$ cat src/daw_pkg.sv
// ----------------------------------------------------------------------------
// daw_pkg
// Shared types and constants of the delay-based AIMD window block.
// ----------------------------------------------------------------------------
package daw_pkg;

  localparam int HistDepthDefault = 32;
  localparam int DelayBitsDefault = 16;

  localparam logic [31:0] OneQ16 = 32'h0001_0000;

  // Register indexes of the configuration port.
  localparam logic [2:0] RegAdapt    = 3'd0;
  localparam logic [2:0] RegSmooth   = 3'd1;
  localparam logic [2:0] RegTarget   = 3'd2;
  localparam logic [2:0] RegRecovery = 3'd3;
  localparam logic [2:0] RegCap      = 3'd4;

  localparam logic [1:0] ModeSmooth   = 2'd0;
  localparam logic [1:0] ModeModerate = 2'd1;
  localparam logic [1:0] ModeRough    = 2'd2;

  typedef enum logic [3:0] {
    ST_IDLE,
    ST_RD0,
    ST_SCAN,
    ST_MODE,
    ST_DIV_SETUP,
    ST_DIV,
    ST_DIV_LO,
    ST_DIV_LO_RUN,
    ST_FINISH,
    ST_OUT
  } state_t;

  function automatic logic [15:0] mode_target(input logic [1:0] m);
    unique case (m)
      ModeSmooth:   mode_target = 16'd80;
      ModeModerate: mode_target = 16'd60;
      default:      mode_target = 16'd40;
    endcase
  endfunction

  function automatic logic [7:0] mode_recovery(input logic [1:0] m);
    unique case (m)
      ModeSmooth:   mode_recovery = 8'd5;
      ModeModerate: mode_recovery = 8'd3;
      default:      mode_recovery = 8'd1;
    endcase
  endfunction

endpackage

$ cat src/daw_ram.sv
// ----------------------------------------------------------------------------
// daw_ram
// Generic single-port synchronous RAM with registered read data.
// ----------------------------------------------------------------------------
module daw_ram #(
  parameter int Width = 16,
  parameter int Depth = 32
) (
  input  logic                     clk,
  input  logic                     we,
  input  logic [$clog2(Depth)-1:0] addr,
  input  logic [Width-1:0]         wdata,
  output logic [Width-1:0]         rdata
);

  logic [Width-1:0] mem [Depth];

  always_ff @(posedge clk) begin
    if (we) begin
      mem[addr] <= wdata;
    end
    rdata <= mem[addr];
  end

endmodule

$ cat src/daw_div.sv
// ----------------------------------------------------------------------------
// daw_div
// Restoring divider, one quotient bit per cycle: 64-bit dividend, 48-bit
// divisor, 64-bit quotient and 48-bit remainder.
// ----------------------------------------------------------------------------
module daw_div
  import daw_pkg::*;
(
  input  logic        clk,
  input  logic        rst,
  input  logic        start,
  input  logic [63:0] dividend,
  input  logic [47:0] divisor,
  output logic        done,
  output logic [63:0] quotient,
  output logic [47:0] remainder
);

  logic [63:0] quo;
  logic [48:0] rem;
  logic [47:0] dvs;
  logic [6:0]  cnt;
  logic        busy;
  logic [49:0] trial;
  logic [48:0] shifted;

  assign shifted = {rem[47:0], quo[63]};
  assign trial   = {1'b0, shifted} - {2'b0, dvs};

  always_ff @(posedge clk) begin
    if (rst) begin
      busy <= 1'b0;
      done <= 1'b0;
      cnt  <= '0;
    end else begin
      done <= 1'b0;
      if (start) begin
        busy <= 1'b1;
        cnt  <= 7'd64;
      end else if (busy) begin
        cnt <= cnt - 7'd1;
        if (cnt == 7'd1) begin
          busy <= 1'b0;
          done <= 1'b1;
        end
      end
    end
  end

  always_ff @(posedge clk) begin
    if (start) begin
      quo <= dividend;
      rem <= '0;
      dvs <= divisor;
    end else if (busy) begin
      if (!trial[49]) begin
        rem <= trial[48:0];
        quo <= {quo[62:0], 1'b1};
      end else begin
        rem <= shifted;
        quo <= {quo[62:0], 1'b0};
      end
    end
  end

  assign quotient  = quo;
  assign remainder = rem[47:0];

endmodule

$ cat src/delay_aimd_window_adaptive_target.sv
// ----------------------------------------------------------------------------
// delay_aimd_window_adaptive_target
// Delay-driven AIMD congestion window with a roughness-selected or fixed delay target.
// ----------------------------------------------------------------------------
// Usage: each input beat on s_axis carries send and ack timestamps; each ack
// yields one result beat on m_axis with the new window in datagrams, the
// delay mode and whether the window was decreased. The delay history lives in
// a single-port RAM; once more than HISTORY_DEPTH delays have been stored,
// the roughness scan reads it one entry per cycle. The window update then
// runs through a shared one-bit-per-cycle divider: one pass for an
// increase, two passes with a setup state between for a decrease.
// One item is in work at a time: a new input beat is accepted only once
// the last one has been written back and its result is registered.
// The result sits in an output register; the next item is accepted while it
// waits, and the block stalls only when a second result would be due.
// Reset restores the registers to their defaults, the window to 1.0 and the
// mode to moderate; no clearing pass is needed. APB writes take effect at
// once and are expected only while the block is idle.
// ----------------------------------------------------------------------------
module delay_aimd_window_adaptive_target
  import daw_pkg::*;
#(
  parameter int HISTORY_DEPTH = HistDepthDefault,
  parameter int DELAY_BITS    = DelayBitsDefault
) (
  input  logic        clk,
  input  logic        rst,
  input  logic        s_axis_tvalid,
  output logic        s_axis_tready,
  // [31:0] send_time_ms, [63:32] ack_time_ms
  input  logic [63:0] s_axis_tdata,
  output logic        m_axis_tvalid,
  input  logic        m_axis_tready,
  // [15:0] window_datagrams, [17:16] mode, [18] delay_over_target
  output logic [23:0] m_axis_tdata,
  input  logic        psel,
  input  logic        penable,
  input  logic        pwrite,
  input  logic [4:0]  paddr,
  input  logic [31:0] pwdata,
  output logic [31:0] prdata,
  output logic        pready
);

  localparam int AW = $clog2(HISTORY_DEPTH);
  localparam int CW = $clog2(HISTORY_DEPTH + 2);
  localparam int DB = DELAY_BITS;
  localparam int SW = 2 * DB + AW + 1;
  localparam logic [CW-1:0] HistFull = CW'(HISTORY_DEPTH);
  localparam logic [AW-1:0] LastIdx  = AW'(HISTORY_DEPTH - 1);
  localparam logic [SW-1:0] N1 = SW'(HISTORY_DEPTH - 1);

  // Configuration registers.
  logic        adapt_enable;
  logic [9:0]  decrease_smoothing;
  logic [15:0] fixed_target_ms;
  logic [7:0]  fixed_recovery;
  logic [15:0] rough_mode_cap;
  logic        wr_en;
  logic [2:0]  reg_idx;

  assign pready  = 1'b1;
  assign reg_idx = paddr[4:2];
  assign wr_en   = psel && penable && pwrite;

  always_ff @(posedge clk) begin
    if (rst) begin
      adapt_enable       <= 1'b1;
      decrease_smoothing <= 10'd100;
      fixed_target_ms    <= 16'd80;
      fixed_recovery     <= 8'd5;
      rough_mode_cap     <= 16'd5;
    end else if (wr_en) begin
      unique case (reg_idx)
        RegAdapt:    adapt_enable       <= pwdata[0];
        RegSmooth:   decrease_smoothing <= pwdata[9:0];
        RegTarget:   fixed_target_ms    <= pwdata[15:0];
        RegRecovery: fixed_recovery     <= pwdata[7:0];
        RegCap:      rough_mode_cap     <= pwdata[15:0];
        default: ;
      endcase
    end
  end

  always_comb begin
    unique case (reg_idx)
      RegAdapt:    prdata = {31'd0, adapt_enable};
      RegSmooth:   prdata = {22'd0, decrease_smoothing};
      RegTarget:   prdata = {16'd0, fixed_target_ms};
      RegRecovery: prdata = {24'd0, fixed_recovery};
      RegCap:      prdata = {16'd0, rough_mode_cap};
      default:     prdata = '0;
    endcase
  end

  // Block state.
  state_t         state, state_next;
  logic [31:0]    cwnd;
  logic [AW-1:0]  hptr;
  logic [CW-1:0]  seen;
  logic [1:0]     regime;
  logic [DB-1:0]  delay;
  logic [SW-1:0]  sum;
  logic [AW-1:0]  scan_idx;
  logic [CW-1:0]  scan_cnt;
  logic [DB-1:0]  prev;
  logic           over;
  logic [63:0]    hi_part;
  logic [47:0]    dsor;

  // Result register.
  logic           out_valid;
  logic [15:0]    out_win;
  logic [1:0]     out_mode;
  logic           out_over;

  // RAM port.
  logic           ram_we;
  logic [AW-1:0]  ram_addr;
  logic [DB-1:0]  ram_rdata;

  daw_ram #(.Width(DB), .Depth(HISTORY_DEPTH)) u_hist (
    .clk   (clk),
    .we    (ram_we),
    .addr  (ram_addr),
    .wdata (delay),
    .rdata (ram_rdata)
  );

  // Divider.
  logic        div_start;
  logic [63:0] div_dividend;
  logic [47:0] div_divisor;
  logic        div_done;
  logic [63:0] div_q;
  logic [47:0] div_r;

  daw_div u_div (
    .clk       (clk),
    .rst       (rst),
    .start     (div_start),
    .dividend  (div_dividend),
    .divisor   (div_divisor),
    .done      (div_done),
    .quotient  (div_q),
    .remainder (div_r)
  );

  logic [32:0] diff;
  logic [31:0] raw_delay;
  logic        in_fire;
  logic [DB:0] rise;
  logic [2*DB-1:0] rise_sq;
  logic [SW:0] sum_add;
  logic [1:0]  mode_next;
  logic [15:0] target;
  logic [7:0]  recovery;
  logic        over_now;
  logic [32:0] m_val;
  logic [33:0] d_raw;
  logic [33:0] d_val;
  logic [64:0] t_hi;
  logic [64:0] lo_num;
  logic [64:0] q_full;
  logic [32:0] grown;
  logic [31:0] w_dec;
  logic [31:0] w_new;
  logic [15:0] cap;
  logic [31:0] capq;
  logic [15:0] win_int;

  assign raw_delay = s_axis_tdata[63:32] - s_axis_tdata[31:0];
  assign diff      = {1'b0, raw_delay};
  assign in_fire   = s_axis_tvalid && s_axis_tready;
  assign s_axis_tready = (state == ST_IDLE);

  // Rise between the previous entry and the one just read.
  assign rise    = {1'b0, ram_rdata} - {1'b0, prev};
  assign rise_sq = rise[DB-1:0] * rise[DB-1:0];
  assign sum_add = {1'b0, sum} + {{(SW-2*DB+1){1'b0}}, rise_sq};

  always_comb begin
    mode_next = ModeModerate;
    if (sum > SW'(70) * N1) mode_next = ModeRough;
    if (regime == ModeRough && sum < SW'(40) * N1) mode_next = ModeModerate;
    if (regime == ModeSmooth && sum > SW'(50) * N1) mode_next = ModeModerate;
    if (sum < SW'(30) * N1) mode_next = ModeSmooth;
  end

  assign target   = adapt_enable ? mode_target(regime) : fixed_target_ms;
  assign recovery = adapt_enable ? mode_recovery(regime) : fixed_recovery;
  assign over_now = {16'd0, delay} > {16'd0, target};

  assign m_val = {1'b0, cwnd} + {7'd0, decrease_smoothing, 16'd0};
  assign d_raw = {1'b0, cwnd, 1'b0} + {8'd0, decrease_smoothing, 16'd0};
  assign d_val = (d_raw > {2'b0, OneQ16}) ? d_raw - {2'b0, OneQ16} : 34'd1;
  // wh*m fits in 49 bits.
  assign t_hi   = 65'({16'd0, cwnd[31:16]} * {16'd0, m_val[31:0]})
                  + (m_val[32] ? {17'd0, cwnd[31:16], 32'd0} : 65'd0);
  assign lo_num = {1'b0, div_r, 16'd0} + 65'({16'd0, cwnd[15:0]} * m_val[31:0])
                  + (m_val[32] ? {17'd0, cwnd[15:0], 32'd0} : 65'd0);
  assign q_full = {hi_part[48:0], 16'd0} + {1'b0, div_q};
  assign w_dec  = (q_full > 65'hFFFF_FFFF) ? 32'hFFFF_FFFF :
                  (q_full < {33'd0, OneQ16}) ? OneQ16 : q_full[31:0];
  assign grown  = {1'b0, cwnd} + div_q[32:0];

  assign cap  = (rough_mode_cap == 16'd0) ? 16'd1 : rough_mode_cap;
  assign capq = {cap, 16'd0};
  assign w_new = over ? w_dec : ((div_q[63:32] != 32'd0 || grown[32]) ?
                 32'hFFFF_FFFF : grown[31:0]);
  assign win_int = (cwnd[31:16] == 16'd0) ? 16'd1 : cwnd[31:16];

  always_comb begin
    state_next = state;
    unique case (state)
      ST_IDLE:       if (in_fire) state_next = (seen > HistFull) ? ST_RD0 : ST_MODE;
      ST_RD0:        state_next = ST_SCAN;
      ST_SCAN:       if (scan_cnt == '0) state_next = ST_MODE;
      ST_MODE:       state_next = ST_DIV_SETUP;
      ST_DIV_SETUP:  state_next = ST_DIV;
      ST_DIV:        if (div_done) state_next = over ? ST_DIV_LO : ST_FINISH;
      ST_DIV_LO:     state_next = ST_DIV_LO_RUN;
      ST_DIV_LO_RUN: if (div_done) state_next = ST_FINISH;
      ST_FINISH:     state_next = ST_OUT;
      ST_OUT:        if (!out_valid || m_axis_tready) state_next = ST_IDLE;
      default:       state_next = ST_IDLE;
    endcase
  end

  always_comb begin
    ram_we       = 1'b0;
    ram_addr     = scan_idx;
    div_start    = 1'b0;
    div_dividend = {32'd0, recovery, 24'd0} << 8;
    div_divisor  = {16'd0, cwnd};
    unique case (state)
      ST_DIV_SETUP: begin
        div_start = 1'b1;
        if (over_now) begin
          div_dividend = t_hi[63:0];
          div_divisor  = {14'd0, d_val};
        end else begin
          div_dividend = {24'd0, recovery, 32'd0};
          div_divisor  = {16'd0, (cwnd == 32'd0) ? OneQ16 : cwnd};
        end
      end
      ST_DIV_LO: begin
        div_start    = 1'b1;
        div_dividend = lo_num[63:0];
        div_divisor  = dsor;
      end
      ST_FINISH: begin
        ram_we   = 1'b1;
        ram_addr = hptr;
      end
      default: ;
    endcase
  end

  always_ff @(posedge clk) begin
    if (rst) begin
      state     <= ST_IDLE;
      cwnd      <= OneQ16;
      hptr      <= '0;
      seen      <= '0;
      regime    <= ModeModerate;
      out_valid <= 1'b0;
    end else begin
      state <= state_next;
      if (state == ST_MODE) regime <= mode_next;
      if (state == ST_FINISH) begin
        if (adapt_enable && regime == ModeRough && w_new > capq) cwnd <= capq;
        else cwnd <= w_new;
        hptr <= (hptr == LastIdx) ? '0 : hptr + 1'b1;
        if (seen <= HistFull) seen <= seen + 1'b1;
      end
      if (state == ST_OUT && (!out_valid || m_axis_tready)) out_valid <= 1'b1;
      else if (out_valid && m_axis_tready) out_valid <= 1'b0;
    end
  end

  always_ff @(posedge clk) begin
    unique case (state)
      ST_IDLE: begin
        delay    <= (diff > {1'b0, 32'(2 ** DB - 1)}) ? '1 : raw_delay[DB-1:0];
        sum      <= '0;
        scan_idx <= hptr;
        scan_cnt <= CW'(HISTORY_DEPTH - 1);
      end
      ST_RD0: begin
        scan_idx <= (scan_idx == LastIdx) ? '0 : scan_idx + 1'b1;
      end
      ST_SCAN: begin
        // Entry at scan_idx-1 was read last cycle.
        if (scan_cnt != CW'(HISTORY_DEPTH - 1) && !rise[DB] && rise[DB-1:0] != '0) begin
          sum <= sum_add[SW] ? '1 : sum_add[SW-1:0];
        end
        prev     <= ram_rdata;
        scan_idx <= (scan_idx == LastIdx) ? '0 : scan_idx + 1'b1;
        if (scan_cnt != '0) scan_cnt <= scan_cnt - 1'b1;
      end
      ST_MODE: ;
      ST_DIV_SETUP: begin
        over <= over_now;
        dsor <= {14'd0, d_val};
      end
      ST_DIV: if (div_done) hi_part <= div_q;
      ST_FINISH: ;
      ST_OUT: begin
        if (!out_valid || m_axis_tready) begin
          out_win  <= win_int;
          out_mode <= regime;
          out_over <= over;
        end
      end
      default: ;
    endcase
  end

  assign m_axis_tvalid = out_valid;
  assign m_axis_tdata  = {5'd0, out_over, out_mode, out_win};

`ifndef SYNTHESIS
  a_win_nonzero: assert property (@(posedge clk) disable iff (rst)
    out_valid |-> out_win != 16'd0) else $error("window result is zero");
  a_mode_range: assert property (@(posedge clk) disable iff (rst)
    regime != 2'd3) else $error("regime out of range");
  a_no_accept_busy: assert property (@(posedge clk) disable iff (rst)
    state != ST_IDLE |-> !s_axis_tready) else $error("accept while busy");
  a_cwnd_floor: assert property (@(posedge clk) disable iff (rst)
    $past(state) == ST_FINISH && $past(over) |-> cwnd >= OneQ16)
    else $error("decrease went below one");
`endif

endmodule

$ cat config.mk
export PLATFORM = sky130hd
export DESIGN_NAME = delay_aimd_window_adaptive_target
export DESIGN_NICKNAME = d
export VERILOG_FILES = /design/src/daw_pkg.sv /design/src/daw_ram.sv /design/src/daw_div.sv /design/src/delay_aimd_window_adaptive_target.sv
export SDC_FILE = /design/constraint.sdc
export NUM_CORES = 2
export LEC_CHECK = 0
export ABC_CLOCK_PERIOD_IN_PS = 17800
export BUFFER_PORTS_ARGS = -buffer_cell sky130_fd_sc_hd__buf_2
export CAP_MARGIN = 25
export CORE_MARGIN = 2
export CORE_UTILIZATION = 25
export DETAILED_ROUTE_END_ITERATION = 16
export GPL_ROUTABILITY_DRIVEN = 0
export PLACE_DENSITY_LB_ADDON = 0.3
export SLEW_MARGIN = 25
export SYNTH_ARGS = -nofsm -noshare
export SYNTH_HDL_FRONTEND = slang
export SYNTH_SLANG_ARGS = --single-unit
$ cat constraint.sdc
create_clock -name clk -period 17.8 [get_ports clk]
set_clock_uncertainty 0.2 [all_clocks]
set_input_delay 1.78 -clock clk [delete_from_list [all_inputs] [get_ports clk]]
set_output_delay 1.78 -clock clk [all_outputs]
set_load 0.02 [all_outputs]
==> results.sh <==
export IMPL_slew_violations=0
export IMPL_cp_num_buf_inv=7
export IMPL_synth_area_sq_um=92290
export IMPL_syn_to_final_growth_pct=11.08
export IMPL_yosysSeqAreaShare_pct=29.61
export IMPL_status="finished clean"
export IMPL_ys_flop_type="edfxtp_1"
export IMPL_cts_htree_levels=3
export IMPL_yosysUniqueCellTypes=92
export IMPL_fmax_mhz=80.02
export IMPL_hold_path_class="register to register"
export IMPL_slowest_stage="ha_1"
export IMPL_ys_top_cells_by_count="inv_1, fa_1, nand2_1"
export IMPL_syn_avg_cell_area_sq_um=10.04
export IMPL_routedWlPerCell_microns=20.59
export IMPL_grt_pass1_vias=67481
export IMPL_port_buffers=126
export IMPL_track_usage_pct=15.48
export IMPL_initial_core_util_pct=25.06
export IMPL_critPathMaxStageDelay_ns=0.86
export IMPL_synthMuxAreaShare_pct=3.617
export IMPL_drt_initial_drc_count=5078
export IMPL_synth_top_area_cell="edfxtp_1"
export IMPL_setup_viol=0
export IMPL_antenna_left=0
export IMPL_synthXorXnorAreaFrac_pct=2.837
export IMPL_slew_headroom_pct=24.61
export IMPL_hold_buffers=0
export IMPL_grt_max_degree=95
export IMPL_post_route_period_util_pct=70.20
export IMPL_crit_path_end_kind="register"
export IMPL_routed_wl_microns=290700
export IMPL_critPathTopFamily="adder cells"
export IMPL_ctsResizeCount=0
export IMPL_timing_final_hold_violations=0
export IMPL_nets=11027
export IMPL_route_detailed_drc=0
export IMPL_seqCellArea_sq_um=27370
export IMPL_crit_fanout=21
export IMPL_cts_buffers=108
export IMPL_antenna_found_initial=19
export IMPL_yosysMostFrequentCell="inv_1"
export IMPL_drv_cap=0
export IMPL_ys_ff_latch=968
export IMPL_ios=167
export IMPL_crit_arrival_ns=12.73
export IMPL_async_flop_share_pct=0
export IMPL_synth_edf_count=794
export IMPL_synthCells=9194
export IMPL_dieArea_sq_um=374000
export IMPL_viasPerCell=4.683
export IMPL_cts_setup_buffers=0
export IMPL_vias=66118
export IMPL_root_buffer="clkbuf_16"
export IMPL_coreArea_sq_um=368300
export IMPL_die_h_microns=611.6
export IMPL_synth_top_family_by_area="adder cells"
export IMPL_setup_tns_final_ns=0
export IMPL_dp_hpwl_microns=217600
export IMPL_synth_area_leaders="edfxtp_1, fa_1, ha_1, inv_1, dfxtp_1"
export IMPL_synthAdderAreaFrac_pct=32.27
export IMPL_fillers=38938
export IMPL_path_clk_slew_ns=0.06
export IMPL_clock_latency_ns=0.79
export IMPL_grt_ovfl_total=0
export IMPL_cts_tree="done"
export IMPL_crit_type="register to register"
export IMPL_critPathRequiredTime_ns=18.03
export IMPL_rsz0062_at_grt="no"
export IMPL_dr_pass1_iters=6
export IMPL_cp_common_cell="fa_1"
export IMPL_synth_top_area_share_pct=25.83
export IMPL_synth_simple_area_share_pct=13.11
export IMPL_drive_gt1_share_pct=7.956
export IMPL_fp_dieW_microns=611.6
export IMPL_start_kind="register"
export IMPL_post_route_min_period_ns=12.50
export IMPL_clock_path_buffers=3
export IMPL_synth_compound_area_share_pct=9.928
export IMPL_rows=223
export IMPL_grt_pass1_wl_microns=438600
export IMPL_cts_sinks=968
export IMPL_multiInputGateArea_sq_um=57290
export IMPL_tightest_slew_ns=1.128
export IMPL_ys_warn_count=0
## worst register-to-register path, delay by kind of cell, from the launching register on
kind / cells / cell delay, ns
AND/OR/NAND/NOR: 14 / 2.82
flip-flops: 1 / 0.56
adder cells (fa/ha/maj): 10 / 4.86
buffers and inverters: 7 / 1.01
AO/OA/AOI/OAI: 12 / 2.54
XOR/XNOR: 1 / 0.17
## per-stage QoR
step	cells	util [%]	setup slack, ns	instance area (sq um)	hold WS (ns)
after floorplan	9214	-	7.782	92370	0.2082
after global placement	13909	26.84	5.208	98870	0.2152
after detailed placement	13909	26.84	5.307	98870	0.2163
after CTS	14113	27.83	5.219	102500	0.2012
after global routing	14114	27.83	4.380	102500	0.2166
final	14120	27.83	5.304	102500	0.2041
## cell type report
cell class	count	area share, %
clock buffer	142	2.882
clock inverter	62	0.6469
timing repair buffer	309	1.958
antenna	7	0.01709
multi-input combinational	6153	55.89
tap	4837	5.903
sequential	968	26.69
inverter	1642	6.012
## metal layers
metal / share of wire [%] / up-vias / global-route usage [%] / routed length (microns)
li1: - / 30324 / - / -
met1: 45 / 33698 / 21.35 / 130500
met2: 47 / 1717 / 25.66 / 136200
met3: 5.1 / 375 / 1.507 / 14750
met4: 3.2 / 4 / 4.454 / 9254
met5: 0.0093 / - / 0 / 27
## cells in the final DEF (no fill, tap or decap), drive strengths merged, types with 183 or more instances in the layout
cell type     n
a21oi       407
and2        267
buf         309
edfxtp      794
fa         1072
ha          665
inv        1638
nand2       823
nand2b      183
nor2        586
o21ai       302
## state kept, by name, indices dropped and copies added, names as in the netlist, 32 cells and up
name	cells
cwnd	32
dsor	34
hi_part	49
sum	38
u_div.dvs	34
u_div.quotient	64
u_div.rem	48
u_hist.mem	512
## final timing paths
path / from / end / slack [ns] / cells after the start
worst min-delay path: u_hist.rdata[15] / prev[15] / 0.20 / 0
worst max register to register: decrease_smoothing[0] / u_div.quotient[59] / 5.30 / 44
worst min register to register: u_hist.rdata[15] / prev[15] / 0.20 / 0
worst max-delay path: decrease_smoothing[0] / u_div.quotient[59] / 5.30 / 44
## logic make-up (layout without fill, tap and decap cells)
logic type | after synthesis | after routing
buffers and inverters | 2093 | 2155
muxes | 171 | 171
AOI/OAI and AO/OA | 1410 | 1410
DFF | 968 | 968
and+or+nand+nor | 2514 | 2514
adders and majority gates | 1737 | 1737
other | 2 | 29
xor gates and xnor gates | 299 | 299
Power is left out: the tool's default activity adds up to more than one toggle a clock period on the data nets, which glitch-free logic cannot reach.
